[config.mk]
export PLATFORM = sky130hd
export DESIGN_NAME = subtractive_random_generator
export DESIGN_NICKNAME = d
export VERILOG_FILES = /design/src/sv/srg_pkg.sv /design/src/sv/subtractive_random_generator.sv
export SDC_FILE = /design/constraint.sdc
export NUM_CORES = 2
export LEC_CHECK = 0
export ABC_AREA = 1
export BUFFER_PORTS_ARGS = -buffer_cell sky130_fd_sc_hd__buf_2
export CAP_MARGIN = 20
export CELL_PAD_IN_SITES_DETAIL_PLACEMENT = 0
export CELL_PAD_IN_SITES_GLOBAL_PLACEMENT = 1
export CORE_MARGIN = 2
export CORE_UTILIZATION = 35
export CTS_BUF_LIST = sky130_fd_sc_hd__clkbuf_8
export CTS_CLUSTER_SIZE = 20
export DETAILED_ROUTE_END_ITERATION = 12
export MAX_ROUTING_LAYER = met4
export PLACE_DENSITY_LB_ADDON = 0.1
export SYNTH_ARGS = -nofsm -noshare
export SYNTH_HDL_FRONTEND = slang
export SYNTH_SLANG_ARGS = --single-unit
[constraint.sdc]
create_clock -name i_clk -period 7.6 [get_ports i_clk]
set_input_delay 0 -clock i_clk [delete_from_list [all_inputs] [get_ports i_clk]]
set_output_delay 0 -clock i_clk [all_outputs]
set_load 0.03 [all_outputs]
[src/sv/srg_pkg.sv]
package srg_pkg;

    // table geometry and lags
    localparam int TABLE_LEN    = 55;
    localparam int SHORT_LAG    = 24;
    localparam int LONG_OFFSET  = 31;
    localparam int SCATTER_STEP = 21;
    localparam int REF_PASSES   = 4;
    localparam int WORD_W       = 16;
    localparam int RANGE_W      = 17;
    localparam int ADDR_W       = $clog2(TABLE_LEN);
    localparam int STEP_W       = 4;
    localparam int PASS_W       = $clog2(REF_PASSES + 1);

    localparam logic [RANGE_W-1:0] RANGE_MAX = RANGE_W'(65536);
    localparam logic [ADDR_W-1:0]  LAST_ADDR = ADDR_W'(TABLE_LEN - 1);

    // operation selector on the input tuser
    localparam logic OP_DRAW   = 1'b0;
    localparam logic OP_RESEED = 1'b1;

    // program steps
    localparam logic [STEP_W-1:0] STEP_IDLE      = 4'd0;
    localparam logic [STEP_W-1:0] STEP_DRAW_OUT  = 4'd1;
    localparam logic [STEP_W-1:0] STEP_DISPATCH  = 4'd2;
    localparam logic [STEP_W-1:0] STEP_SEED_INIT = 4'd3;
    localparam logic [STEP_W-1:0] STEP_SEED_LOOP = 4'd4;
    localparam logic [STEP_W-1:0] STEP_SEED_END  = 4'd5;
    localparam logic [STEP_W-1:0] STEP_REF_RD    = 4'd6;
    localparam logic [STEP_W-1:0] STEP_REF_WR    = 4'd7;
    localparam logic [STEP_W-1:0] STEP_REF_DONE  = 4'd8;

    // datapath actions
    localparam logic [3:0] ACT_IDLE      = 4'd0;
    localparam logic [3:0] ACT_DRAW_OUT  = 4'd1;
    localparam logic [3:0] ACT_WRAP_SET  = 4'd2;
    localparam logic [3:0] ACT_SEED_INIT = 4'd3;
    localparam logic [3:0] ACT_SEED_STEP = 4'd4;
    localparam logic [3:0] ACT_SEED_END  = 4'd5;
    localparam logic [3:0] ACT_REF_RD    = 4'd6;
    localparam logic [3:0] ACT_REF_WR    = 4'd7;
    localparam logic [3:0] ACT_REF_DONE  = 4'd8;

    // hold conditions: the step repeats until the condition is met
    localparam logic [1:0] HOLD_NONE     = 2'd0;
    localparam logic [1:0] HOLD_IN_VALID = 2'd1;
    localparam logic [1:0] HOLD_OUT_FREE = 2'd2;

    // branch conditions
    localparam logic [2:0] COND_ALWAYS    = 3'd0;
    localparam logic [2:0] COND_FAST_DRAW = 3'd1;
    localparam logic [2:0] COND_OP_SEED   = 3'd2;
    localparam logic [2:0] COND_P_LAST    = 3'd3;
    localparam logic [2:0] COND_REF_LAST  = 3'd4;
    localparam logic [2:0] COND_IS_DRAW   = 3'd5;

    typedef struct packed {
        logic [3:0]        act;
        logic [1:0]        hold;
        logic [2:0]        cond;
        logic [STEP_W-1:0] tgt_true;
        logic [STEP_W-1:0] tgt_false;
    } t_ctrl_word;

    // control store
    function automatic t_ctrl_word ctrl_rom(input logic [STEP_W-1:0] step);
        t_ctrl_word w;
        unique case (step)
            STEP_IDLE:      w = '{ACT_IDLE, HOLD_IN_VALID, COND_FAST_DRAW,
                                  STEP_DRAW_OUT, STEP_DISPATCH};
            STEP_DRAW_OUT:  w = '{ACT_DRAW_OUT, HOLD_OUT_FREE, COND_ALWAYS,
                                  STEP_IDLE, STEP_IDLE};
            STEP_DISPATCH:  w = '{ACT_WRAP_SET, HOLD_NONE, COND_OP_SEED,
                                  STEP_SEED_INIT, STEP_REF_RD};
            STEP_SEED_INIT: w = '{ACT_SEED_INIT, HOLD_NONE, COND_ALWAYS,
                                  STEP_SEED_LOOP, STEP_SEED_LOOP};
            STEP_SEED_LOOP: w = '{ACT_SEED_STEP, HOLD_NONE, COND_P_LAST,
                                  STEP_SEED_END, STEP_SEED_LOOP};
            STEP_SEED_END:  w = '{ACT_SEED_END, HOLD_NONE, COND_ALWAYS,
                                  STEP_REF_RD, STEP_REF_RD};
            STEP_REF_RD:    w = '{ACT_REF_RD, HOLD_NONE, COND_ALWAYS,
                                  STEP_REF_WR, STEP_REF_WR};
            STEP_REF_WR:    w = '{ACT_REF_WR, HOLD_NONE, COND_REF_LAST,
                                  STEP_REF_DONE, STEP_REF_RD};
            STEP_REF_DONE:  w = '{ACT_REF_DONE, HOLD_NONE, COND_IS_DRAW,
                                  STEP_DRAW_OUT, STEP_IDLE};
            default:        w = '{ACT_IDLE, HOLD_NONE, COND_ALWAYS,
                                  STEP_IDLE, STEP_IDLE};
        endcase
        return w;
    endfunction

endpackage

[src/sv/subtractive_random_generator.sv]
// Subtractive lagged random generator, lags 55 and 24, 16-bit words.
// Input channel (i_s_*): tuser carries the operation, 0 draws a number and
// 1 reseeds the table; tdata carries the seed and the range limit n.
// Output channel (o_m_*): one item per draw with the raw table word and
// the word scaled into 0..n-1 (n capped at 65536); a reseed gives no item.
// Control is a small microprogram stepping a memory-based datapath.
// A plain draw: the item is taken in the idle step while the table read
// issues, and the next step loads the output register.
// A draw that wraps the read position runs one table refresh first,
// entry by entry over one write port.
// A reseed scatters the seed over the table and runs four refreshes,
// during which no item is taken.
// Reset (synchronous, active low) clears the table through per-entry valid
// bits at once and sets the read position to 0; no clearing pass is needed.
// A stalled receiver holds the output register; the block still takes the
// next item, and a draw then waits in its output step until the register
// is free.
module subtractive_random_generator (
    input  logic        i_clk,
    input  logic        i_rst_n,
    input  logic        i_s_tvalid,
    output logic        o_s_tready,
    input  logic [39:0] i_s_tdata,   // seed_value[15:0], range_limit[32:16], zero pad
    input  logic        i_s_tuser,   // operation[0]
    output logic        o_m_tvalid,
    input  logic        i_m_tready,
    output logic [31:0] o_m_tdata    // raw_value[15:0], scaled_value[31:16]
);

    localparam int TABLE_LEN = srg_pkg::TABLE_LEN;
    localparam int ADDR_W = $clog2(TABLE_LEN);
    localparam int WORD_W = srg_pkg::WORD_W;
    localparam int RANGE_W = srg_pkg::RANGE_W;
    localparam int STEP_W = srg_pkg::STEP_W;
    localparam int PASS_W = srg_pkg::PASS_W;
    localparam logic [ADDR_W-1:0] LAST_ADDR = ADDR_W'(TABLE_LEN - 1);
    localparam logic [ADDR_W-1:0] SCATTER = ADDR_W'(srg_pkg::SCATTER_STEP);
    localparam logic [ADDR_W-1:0] LONG_OFF = ADDR_W'(srg_pkg::LONG_OFFSET);
    localparam logic [ADDR_W-1:0] SHORT_LAG = ADDR_W'(srg_pkg::SHORT_LAG);
    localparam logic [ADDR_W-1:0] TABLE_SZ = ADDR_W'(TABLE_LEN);
    localparam logic [ADDR_W-1:0] FIRST_SLOT =
        ADDR_W'((srg_pkg::SCATTER_STEP + TABLE_LEN - 1) % TABLE_LEN);

    // sequencer state
    logic [STEP_W-1:0] r_pc, n_pc;
    srg_pkg::t_ctrl_word w_ctrl;

    // datapath registers
    logic [ADDR_W-1:0]  r_rp, r_p, r_slot;
    logic [PASS_W-1:0]  r_passes;
    logic               r_is_draw;
    logic               r_op;
    logic [WORD_W-1:0]  r_seed;
    logic [RANGE_W-1:0] r_n;
    logic [WORD_W-1:0]  r_prev, r_cur;

    // table memory with per-entry valid bits
    logic [WORD_W-1:0]    mem [TABLE_LEN];
    logic [TABLE_LEN-1:0] r_valid;
    logic [WORD_W-1:0]    r_rd_a, r_rd_b;
    logic                 r_va, r_vb;

    // output register
    logic               r_out_valid;
    logic [WORD_W-1:0]  r_raw, r_scaled;

    logic               w_accept, w_fast, w_out_free, w_hold_ok, w_cond;
    logic               w_rd_en, w_wr_en;
    logic [ADDR_W-1:0]  w_rd_addr_a, w_rd_addr_b, w_wr_addr;
    logic [WORD_W-1:0]  w_wr_data, w_a, w_b;
    logic [ADDR_W:0]    w_slot_sum;
    logic [RANGE_W-1:0] w_n_sat;
    logic [WORD_W+RANGE_W-1:0] w_prod;

    assign w_ctrl     = srg_pkg::ctrl_rom(r_pc);
    assign o_s_tready = (w_ctrl.act == srg_pkg::ACT_IDLE);
    assign w_accept   = i_s_tvalid && o_s_tready;
    assign w_fast     = (i_s_tuser == srg_pkg::OP_DRAW) && (r_rp != LAST_ADDR);
    assign w_out_free = !r_out_valid || i_m_tready;

    // masked read data: never-written entries read as zero
    assign w_a = r_va ? r_rd_a : '0;
    assign w_b = r_vb ? r_rd_b : '0;

    // hold and branch evaluation
    always_comb begin
        unique case (w_ctrl.hold)
            srg_pkg::HOLD_NONE:     w_hold_ok = 1'b1;
            srg_pkg::HOLD_IN_VALID: w_hold_ok = i_s_tvalid;
            srg_pkg::HOLD_OUT_FREE: w_hold_ok = w_out_free;
            default:                w_hold_ok = 1'b1;
        endcase
        unique case (w_ctrl.cond)
            srg_pkg::COND_ALWAYS:    w_cond = 1'b1;
            srg_pkg::COND_FAST_DRAW: w_cond = w_fast;
            srg_pkg::COND_OP_SEED:   w_cond = (r_op == srg_pkg::OP_RESEED);
            srg_pkg::COND_P_LAST:    w_cond = (r_p == LAST_ADDR);
            srg_pkg::COND_REF_LAST:  w_cond = (r_p == LAST_ADDR) && (r_passes == PASS_W'(1));
            srg_pkg::COND_IS_DRAW:   w_cond = r_is_draw;
            default:                 w_cond = 1'b1;
        endcase
        if (!w_hold_ok) begin
            n_pc = r_pc;
        end else if (w_cond) begin
            n_pc = w_ctrl.tgt_true;
        end else begin
            n_pc = w_ctrl.tgt_false;
        end
    end

    // memory port control
    assign w_slot_sum = {1'b0, r_slot} + {1'b0, SCATTER};

    always_comb begin
        w_rd_en     = 1'b0;
        w_rd_addr_a = r_p;
        w_rd_addr_b = (r_p < SHORT_LAG) ? (r_p + LONG_OFF) : (r_p - SHORT_LAG);
        w_wr_en     = 1'b0;
        w_wr_addr   = r_p;
        w_wr_data   = w_a - w_b;
        unique case (w_ctrl.act)
            srg_pkg::ACT_IDLE: begin
                w_rd_en     = w_accept && w_fast;
                w_rd_addr_a = r_rp + ADDR_W'(1);
            end
            srg_pkg::ACT_SEED_INIT: begin
                w_wr_en   = 1'b1;
                w_wr_addr = LAST_ADDR;
                w_wr_data = r_seed;
            end
            srg_pkg::ACT_SEED_STEP: begin
                w_wr_en   = 1'b1;
                w_wr_addr = r_slot;
                w_wr_data = r_cur;
            end
            srg_pkg::ACT_REF_RD: begin
                w_rd_en = 1'b1;
            end
            srg_pkg::ACT_REF_WR: begin
                w_wr_en = 1'b1;
            end
            srg_pkg::ACT_REF_DONE: begin
                w_rd_en     = 1'b1;
                w_rd_addr_a = '0;
            end
            default: begin
                w_rd_en = 1'b0;
            end
        endcase
    end

    // table memory, registered reads
    always_ff @(posedge i_clk) begin
        if (w_wr_en) begin
            mem[w_wr_addr] <= w_wr_data;
        end
        if (w_rd_en) begin
            r_rd_a <= mem[w_rd_addr_a];
            r_rd_b <= mem[w_rd_addr_b];
        end
    end

    // valid bits and their registered copies
    always_ff @(posedge i_clk) begin
        if (!i_rst_n) begin
            r_valid <= '0;
            r_va    <= 1'b0;
            r_vb    <= 1'b0;
        end else begin
            if (w_wr_en) begin
                r_valid[w_wr_addr] <= 1'b1;
            end
            if (w_rd_en) begin
                r_va <= r_valid[w_rd_addr_a];
                r_vb <= r_valid[w_rd_addr_b];
            end
        end
    end

    // scaled draw
    assign w_n_sat = r_n[RANGE_W-1] ? srg_pkg::RANGE_MAX : r_n;
    assign w_prod  = w_a * w_n_sat;

    // sequencer and control registers
    always_ff @(posedge i_clk) begin
        if (!i_rst_n) begin
            r_pc        <= srg_pkg::STEP_IDLE;
            r_rp        <= '0;
            r_p         <= '0;
            r_slot      <= '0;
            r_passes    <= '0;
            r_is_draw   <= 1'b0;
            r_op        <= srg_pkg::OP_DRAW;
            r_out_valid <= 1'b0;
        end else begin
            r_pc <= n_pc;
            // output valid: load in the output step, else release on ready
            if ((w_ctrl.act == srg_pkg::ACT_DRAW_OUT) && w_out_free) begin
                r_out_valid <= 1'b1;
            end else if (i_m_tready) begin
                r_out_valid <= 1'b0;
            end
            unique case (w_ctrl.act)
                srg_pkg::ACT_IDLE: begin
                    if (w_accept) begin
                        r_op <= i_s_tuser;
                        if (w_fast) begin
                            r_rp <= r_rp + ADDR_W'(1);
                        end
                    end
                end
                srg_pkg::ACT_WRAP_SET: begin
                    r_p       <= '0;
                    r_passes  <= PASS_W'(1);
                    r_is_draw <= 1'b1;
                end
                srg_pkg::ACT_SEED_INIT: begin
                    r_p    <= ADDR_W'(1);
                    r_slot <= FIRST_SLOT;
                end
                srg_pkg::ACT_SEED_STEP: begin
                    r_p    <= r_p + ADDR_W'(1);
                    r_slot <= (w_slot_sum >= {1'b0, TABLE_SZ})
                            ? ADDR_W'(w_slot_sum - {1'b0, TABLE_SZ})
                            : w_slot_sum[ADDR_W-1:0];
                end
                srg_pkg::ACT_SEED_END: begin
                    r_p       <= '0;
                    r_passes  <= PASS_W'(srg_pkg::REF_PASSES);
                    r_is_draw <= 1'b0;
                end
                srg_pkg::ACT_REF_WR: begin
                    if (r_p == LAST_ADDR) begin
                        r_p      <= '0;
                        r_passes <= r_passes - PASS_W'(1);
                    end else begin
                        r_p <= r_p + ADDR_W'(1);
                    end
                end
                srg_pkg::ACT_REF_DONE: begin
                    r_rp <= '0;
                end
                default: begin
                    r_op <= r_op;
                end
            endcase
        end
    end

    // payload registers
    always_ff @(posedge i_clk) begin
        if (w_accept) begin
            r_seed <= i_s_tdata[WORD_W-1:0];
            r_n    <= i_s_tdata[WORD_W+RANGE_W-1:WORD_W];
        end
        unique case (w_ctrl.act)
            srg_pkg::ACT_SEED_INIT: begin
                r_prev <= r_seed;
                r_cur  <= WORD_W'(1);
            end
            srg_pkg::ACT_SEED_STEP: begin
                r_prev <= r_cur;
                r_cur  <= r_prev - r_cur;
            end
            srg_pkg::ACT_DRAW_OUT: begin
                if (w_out_free) begin
                    r_raw    <= w_a;
                    r_scaled <= w_prod[2*WORD_W-1:WORD_W];
                end
            end
            default: begin
                r_cur <= r_cur;
            end
        endcase
    end

    assign o_m_tvalid = r_out_valid;
    assign o_m_tdata  = {r_scaled, r_raw};

`ifndef SYNTHESIS
    // an accepted item takes the sequencer out of its idle step
    a_accept_leaves_idle: assert property (@(posedge i_clk) disable iff (!i_rst_n)
        w_accept |=> !o_s_tready)
        else $error("input taken twice in a row");

    // a refresh always runs with at least one pass left and in-range pointers
    a_refresh_sane: assert property (@(posedge i_clk) disable iff (!i_rst_n)
        (r_pc == srg_pkg::STEP_REF_WR) |->
            (r_passes != '0) && (r_p <= LAST_ADDR) && (r_rp <= LAST_ADDR))
        else $error("refresh pass count or pointer out of range");

    // the output step loads a result as soon as the register is free
    a_draw_loads: assert property (@(posedge i_clk) disable iff (!i_rst_n)
        ((r_pc == srg_pkg::STEP_DRAW_OUT) && w_out_free) |=>
            o_m_tvalid && (r_pc == srg_pkg::STEP_IDLE))
        else $error("draw result not loaded");
`endif

endmodule

== Word level (Yosys, flattened, before mapping) ==
Memories as Yosys holds them, arrays and structs flattened. A register that Yosys moved wholly into a read port is not among the register bits.
Cells that the tools add are included.
Widths: inputs -> output; s select.

* Word-level logic and storage cells: 116
* Bits in read-only memories: 256
* Input bits: 45
* Register bits: 182
* Memories: 2
* Memory bits (writable): 880

* Bitwise gates (word level): 2
* Multipliers: 1
* $add $sub $neg: 9
* Reduce and logical (&&, ||, !) cells: 22
* Equal/unequal tests: 21
* Magnitude comparators: 6
* Mux-type cells: 36

{| class="wikitable"
|+ Memories
! memory !! depth !! bits a word !! read ports !! clocked after Yosys merged registers in !! write ports !! line !! text
|-
| mem || 55 || 16 || 2 || 2 || 1 || subtractive_random_generator.sv:58 || <nowiki>logic [WORD_W-1:0] mem [TABLE_LEN];</nowiki>
|-
| (no name shown) || 16 || 16 || 1 || 1 || 0 || srg_pkg.sv:68 || <nowiki>unique case (step)</nowiki>
|}

{| class="wikitable"
|+ Operators with widths
! kind !! count
|-
| $pmux 16 s2 || 3
|-
| $or 55x55->55 || 1
|-
| $pmux 6 s2 || 4
|-
| $mul 16x17->32 || 1
|-
| $mux 16 || 2
|-
| $sub 16x16->16 || 2
|-
| $mux 6 || 5
|-
| $pmux 6 s4 || 1
|-
| $lt 6x7->1 const B || 3
|-
| $mux 17 || 1
|-
| $eq 4x3->1 const B || 4
|-
| $add 6x1->6 const B || 2
|-
| $bmux 1 s6 || 2
|-
| $mux 4 || 3
|-
| $pmux 3 s3 || 1
|-
| $eq 4x2->1 const B || 2
|-
| $mux 1 || 8
|-
| $reduce_bool 2->1 || 4
|-
| $add 6x5->7 const B || 1
|-
| $ge 7x6->1 const B || 1
|-
| $add 6x5->6 const B || 1
|-
| $demux 1 s6 || 1
|-
| $eq 3x1->1 const B || 2
|-
| $eq 3x2->1 const B || 2
|-
| other kinds (28) || 40
|}

== Logic depth before layout (Yosys ltp) ==
* Depth in word-level cells: 7
* Gate-level depth with buffers: 28
* Gate-level depth less buffers: 26

== Worst setup path after synthesis ==
OpenSTA, ideal clock, no wires.

* Kind: register to register
* Start point: register r_n[16]
* End point: register r_scaled[8] (data pin)
* Setup slack: 1,547 ps
* Buffers on the path: 1
* Period minus slack after synthesis: 6,053 ps
* Cell stages (with the launch flop): 26
* Data required time: 7,338 ps
* Arrival: 5,791 ps
* Path through: edfxtp_1 clkinv_1 clkbuf_1 nand2_1 inv_1 nand2_1 fa_1 inv_1 fa_1 inv_1 fa_1 inv_1 fa_1 fa_1 inv_1 fa_1 inv_1 ha_1 nand2_1 inv_1 a21oi_1 a21boi_0 nand2_1 a21boi_0 o21bai_1 xor2_1

* Word-level cells in the longest chain between the ends: 2

{| class="wikitable"
|+ Ends and longest elaborated chain
! element !! line !! text
|-
| start, declared || subtractive_random_generator.sv:54 || <nowiki>logic [RANGE_W-1:0] r_n;</nowiki>
|-
| start signal, assigned || subtractive_random_generator.sv:254 || <nowiki>r_n <= i_s_tdata[WORD_W+RANGE_W-1:WORD_W];</nowiki>
|-
| $mux 17 || subtractive_random_generator.sv:181 || <nowiki>assign w_n_sat = r_n[RANGE_W-1] ? srg_pkg::RANGE_MAX : r_n;</nowiki>
|-
| $mul 16x17->32 || subtractive_random_generator.sv:182 || <nowiki>assign w_prod = w_a * w_n_sat;</nowiki>
|-
| net w_prod[24] || subtractive_random_generator.sv:73 || <nowiki>logic [WORD_W+RANGE_W-1:0] w_prod;</nowiki>
|-
| end signal, assigned || subtractive_random_generator.sv:268 || <nowiki>r_scaled <= w_prod[2*WORD_W-1:WORD_W];</nowiki>
|-
| end, declared || subtractive_random_generator.sv:65 || <nowiki>logic [WORD_W-1:0] r_raw, r_scaled;</nowiki>
|}

The timed path passes the listed nets, and every way through them passes these cells.
A chain may end at the register's enable or synchronous reset.

== Final worst setup path ==
* Start point: register r_va
* End point: register r_scaled[8] (data pin)

* Word-level cells in the longest chain between the ends: 2

{| class="wikitable"
|+ Ends and longest elaborated chain
! element !! line !! text
|-
| start, declared || subtractive_random_generator.sv:61 || <nowiki>logic r_va, r_vb;</nowiki>
|-
| start signal, assigned || subtractive_random_generator.sv:174 || <nowiki>r_va <= r_valid[w_rd_addr_a];</nowiki>
|-
| $mux 16 || subtractive_random_generator.sv:82 || <nowiki>assign w_a = r_va ? r_rd_a : '0;</nowiki>
|-
| $mul 16x17->32 || subtractive_random_generator.sv:182 ||
|-
| net w_prod[24] || subtractive_random_generator.sv:73 ||
|}

The timed path passes the listed nets, and every way through them passes these cells.

==> results.toml <==
[status]
status = "complete, no violations"

[sta]
finalSetupTns_ps = 0
rsz0062_at_grt = "false"
hold_violations = 0
slew_violations = 0
fin_ws_ps = 747
slew_headroom = 0.227
setup_viol = 0
finalCriticalPeriod_ps = 6850
max_freq_mhz = 146
fin_skew_ps = 54.7
layout_worst_path_cycle_share = 0.902
worst_slew_pin_slew_ps = 1160

[clock_tree]
cts.sinks = 1110
cts_setup_buffers = 0
clk_latency_ps = 990
clock-root-buffer = "clkbuf_8"
cts.htree.levels = 4
clock_path_buffers = 3
cts_made_buffers = 207
cts_tree = "done"
cts.reportedPaths.clkPinSlew_ps = 50

[logic_synthesis]
synthArstFlopShare = 0
syn_nets = 7212
ys_ff_latch = 1110
netlist_instances = 6811
ys_seq_area_frac = 0.503
synth_area_leaders = "edfxtp_1 47%, o211ai_1 8.8%, nand2_1 6.9%"
yosys.area_share.simple = 0.160
synth.area.mux_share = 0
synth_cell_types = 60
synth_top_family_by_area = "simple AND/OR/NAND/NOR gates"
netlist.area_leader.share = 0.472
synthAdderAreaFrac = 0.0937
synth_top_cell_by_area = "edfxtp_1"
synth_compound_area_frac = 0.157
yosysWarnings = 0
synth_edf_count = 1009
synth_area_um2 = 64200
synth-xor-area-share = 0.00464
avgSynthCellArea_um2 = 9.43
ys.flop_type = "edfxtp_1"

[critical_path]
timing.rr.start = "r_va"
start_kind = "flip-flop"
worst-r2r-cell-count = 21
worstPathRequired_ps = 8290
worstReg2RegEnd = "r_scaled[8]"
crit_fanout = 17
cp.arrival_ps = 7540
crit_type = "reg2reg"
r2r_slack_ps = 750
endpoint_kind = "flip-flop"

[global_routing]
grt_max_degree = 153
antenna_found_initial = 9
grtUsageTotal = 0.272
gr-total-overflow = 0
grt_pass1_wl_um = 357000
grt_pass1_vias = 51100

[pwr]
powerDensity_nw_per_um2 = 439
leakagePower_uw = 0.0281
power.ir.vdd_worst_v = 0.000492
power_uw = 31500

[floorplan]
die_w_um = 432
fp.coreArea_um2 = 183000
die_y_um = 432
pin_count = 79
start_util = 0.351
dieArea_um2 = 187000
rows = 157

[place]
dp_worst_setup_slack_ps = 771
detailed_place_hpwl_um = 156000
place_congestion = 0.891
place.port_buffers = 71

[route]
firstDrtPassIters = 6
post-route-drc-count = 0
routed_wl_um = 250000
routedWlPerCell_um = 26.6
drt_iter0_markers = 4805
vias_per_cell = 5.54
num_vias = 52200
ant_nets = 0

[min_path]
hold_path.class = "in2reg"
min_to = "r_slot[0]"
worstHoldStart = "i_rst_n"
hold_depth = 4

[cells_and_area]
area_delta_synth_final_pct = 11.7
fin_nets = 7273
utilization = 0.393
drive_gt1_frac = 0.0827

[flow_run]
drv_cap = 0
## where the power goes
part	internal, uW	switching [uW]	total, uW	leakage (uW)
Sequential	9390	172	9560	0.00999
Combinational	3770	12800	16600	0.0158
Clock	2650	2710	5360	0.00224
## final cells by class
class                      instances  area, um2
fill                           18200     111000
antenna                           11       27.5
inverter                         849       3220
timing repair buffer             292       2520
clock inverter                   149        774
multi-input combinational       4412      27000
sequential                      1110      32300
tap                             2385       2980
clock buffer                     212       2920
## how the worst max path moves through the flow
stage / from / to / slack, ps / cells past startpoint
4_1_cts: r_va / r_scaled[8] / 740 / 21
2_1_floorplan: r_n[16] / r_scaled[8] / 1550 / 25
3_5_place_dp: r_va / r_scaled[8] / 770 / 21
3_3_place_gp: r_va / r_scaled[8] / 800 / 21
5_1_grt: r_va / r_scaled[8] / 390 / 21
6_report: r_va / r_scaled[8] / 750 / 21
## critical path, cell delays in order (launching register included)
cell and delay [ps]:
dfxtp_1 680, nand2_1 480, inv_1 390, nand2_1 120, fa_1 530, fa_1 520, fa_1 510, inv_1 50
fa_1 480, fa_1 490, inv_1 50, fa_1 470, inv_1 40, ha_1 310, nand2_1 150, inv_1 50
a21oi_1 240, a21boi_0 220, nand2_1 140, a21boi_0 350, o21bai_1 130, xor2_1 160
## state kept, by name, summed over array words and instances, names as in the netlist, 3 cells and up
name and flops:
r_rp 6, mem 880, r_cur 16, r_passes 3, r_rd_a 16, r_prev 16, r_rd_b 16, r_valid 55
r_scaled 16, r_raw 16, r_seed 16, w_ctrl 16, r_pc 4, r_slot 6, r_n 17, r_p 6
## per-stage QoR
| step | cells | hold slack [ps] | area [um2] |
|---|---|---|---|
| floorplan | 6811 | 98.9 | 64200 |
| global placement | 8966 | 177 | 67100 |
| detailed placement | 8973 | 178 | 67300 |
| CTS | 9409 | 15.0 | 71700 |
| global route | 9417 | 42.8 | 71700 |
| finish | 9420 | 73.8 | 71700 |
## kinds of logic (layout without fill, tap and decap cells)
group                    count (synthesis)  count (layout)
flip-flops                            1110            1110
other                                    0              11
adder cells (fa/ha/maj)                356             356
buffers and inverters                 1289            1502
AND/OR/NAND/NOR                       2450            2450
AO/OA/AOI/OAI                         1575            1575
XOR/XNOR                                31              31
## Yosys cell counts (all sizes together) (6+ instances only)
master,n
o221ai,19
o21bai,10
ha,148
nand2,1194
clkinv,10
clkbuf,199
o211ai,756
o21ai,503
a21o,9
fa,208
xor2,23
inv,839
dfxtp,101
nand3b,6
buf,241
a21oi,178
nor2,596
nor3,16
nand3,590
xnor2,8
o22ai,70
or2,35
edfxtp,1009
nand4,9
## cells in the final DEF, fill, tap and decap left out, drive strengths merged, types with 19 or more instances in the layout
cell type,netlist,layout
fa,208,208
o211ai,756,756
inv,839,939
dfxtp,101,101
nand3,590,590
o22ai,70,70
clkinv,10,57
a21oi,178,178
dlygate4sd3,0,75
edfxtp,1009,1009
clkbuf,199,212
xor2,23,23
ha,148,148
nor2,596,596
nand2,1194,1194
o21ai,503,503
o221ai,19,19
or2,35,35
buf,241,217
## timing repair
action                    in CTS  in global routing
resized for setup              0                  0
hold endpoints to repair     137                  0
hold buffers                  75                  0
## layer usage
metal  vias to the layer above  part of all wire  routed length (um)  GRT usage
met5                         -                 0                   0          -
met1                     26000              0.43              108000      0.353
met2                      1875              0.47              117000      0.434
met4                         0             0.036                9010     0.0984
li1                      23800                 -                   -          -
met3                       442             0.063               15900     0.0408
Power figures use the tool's default switching activity.
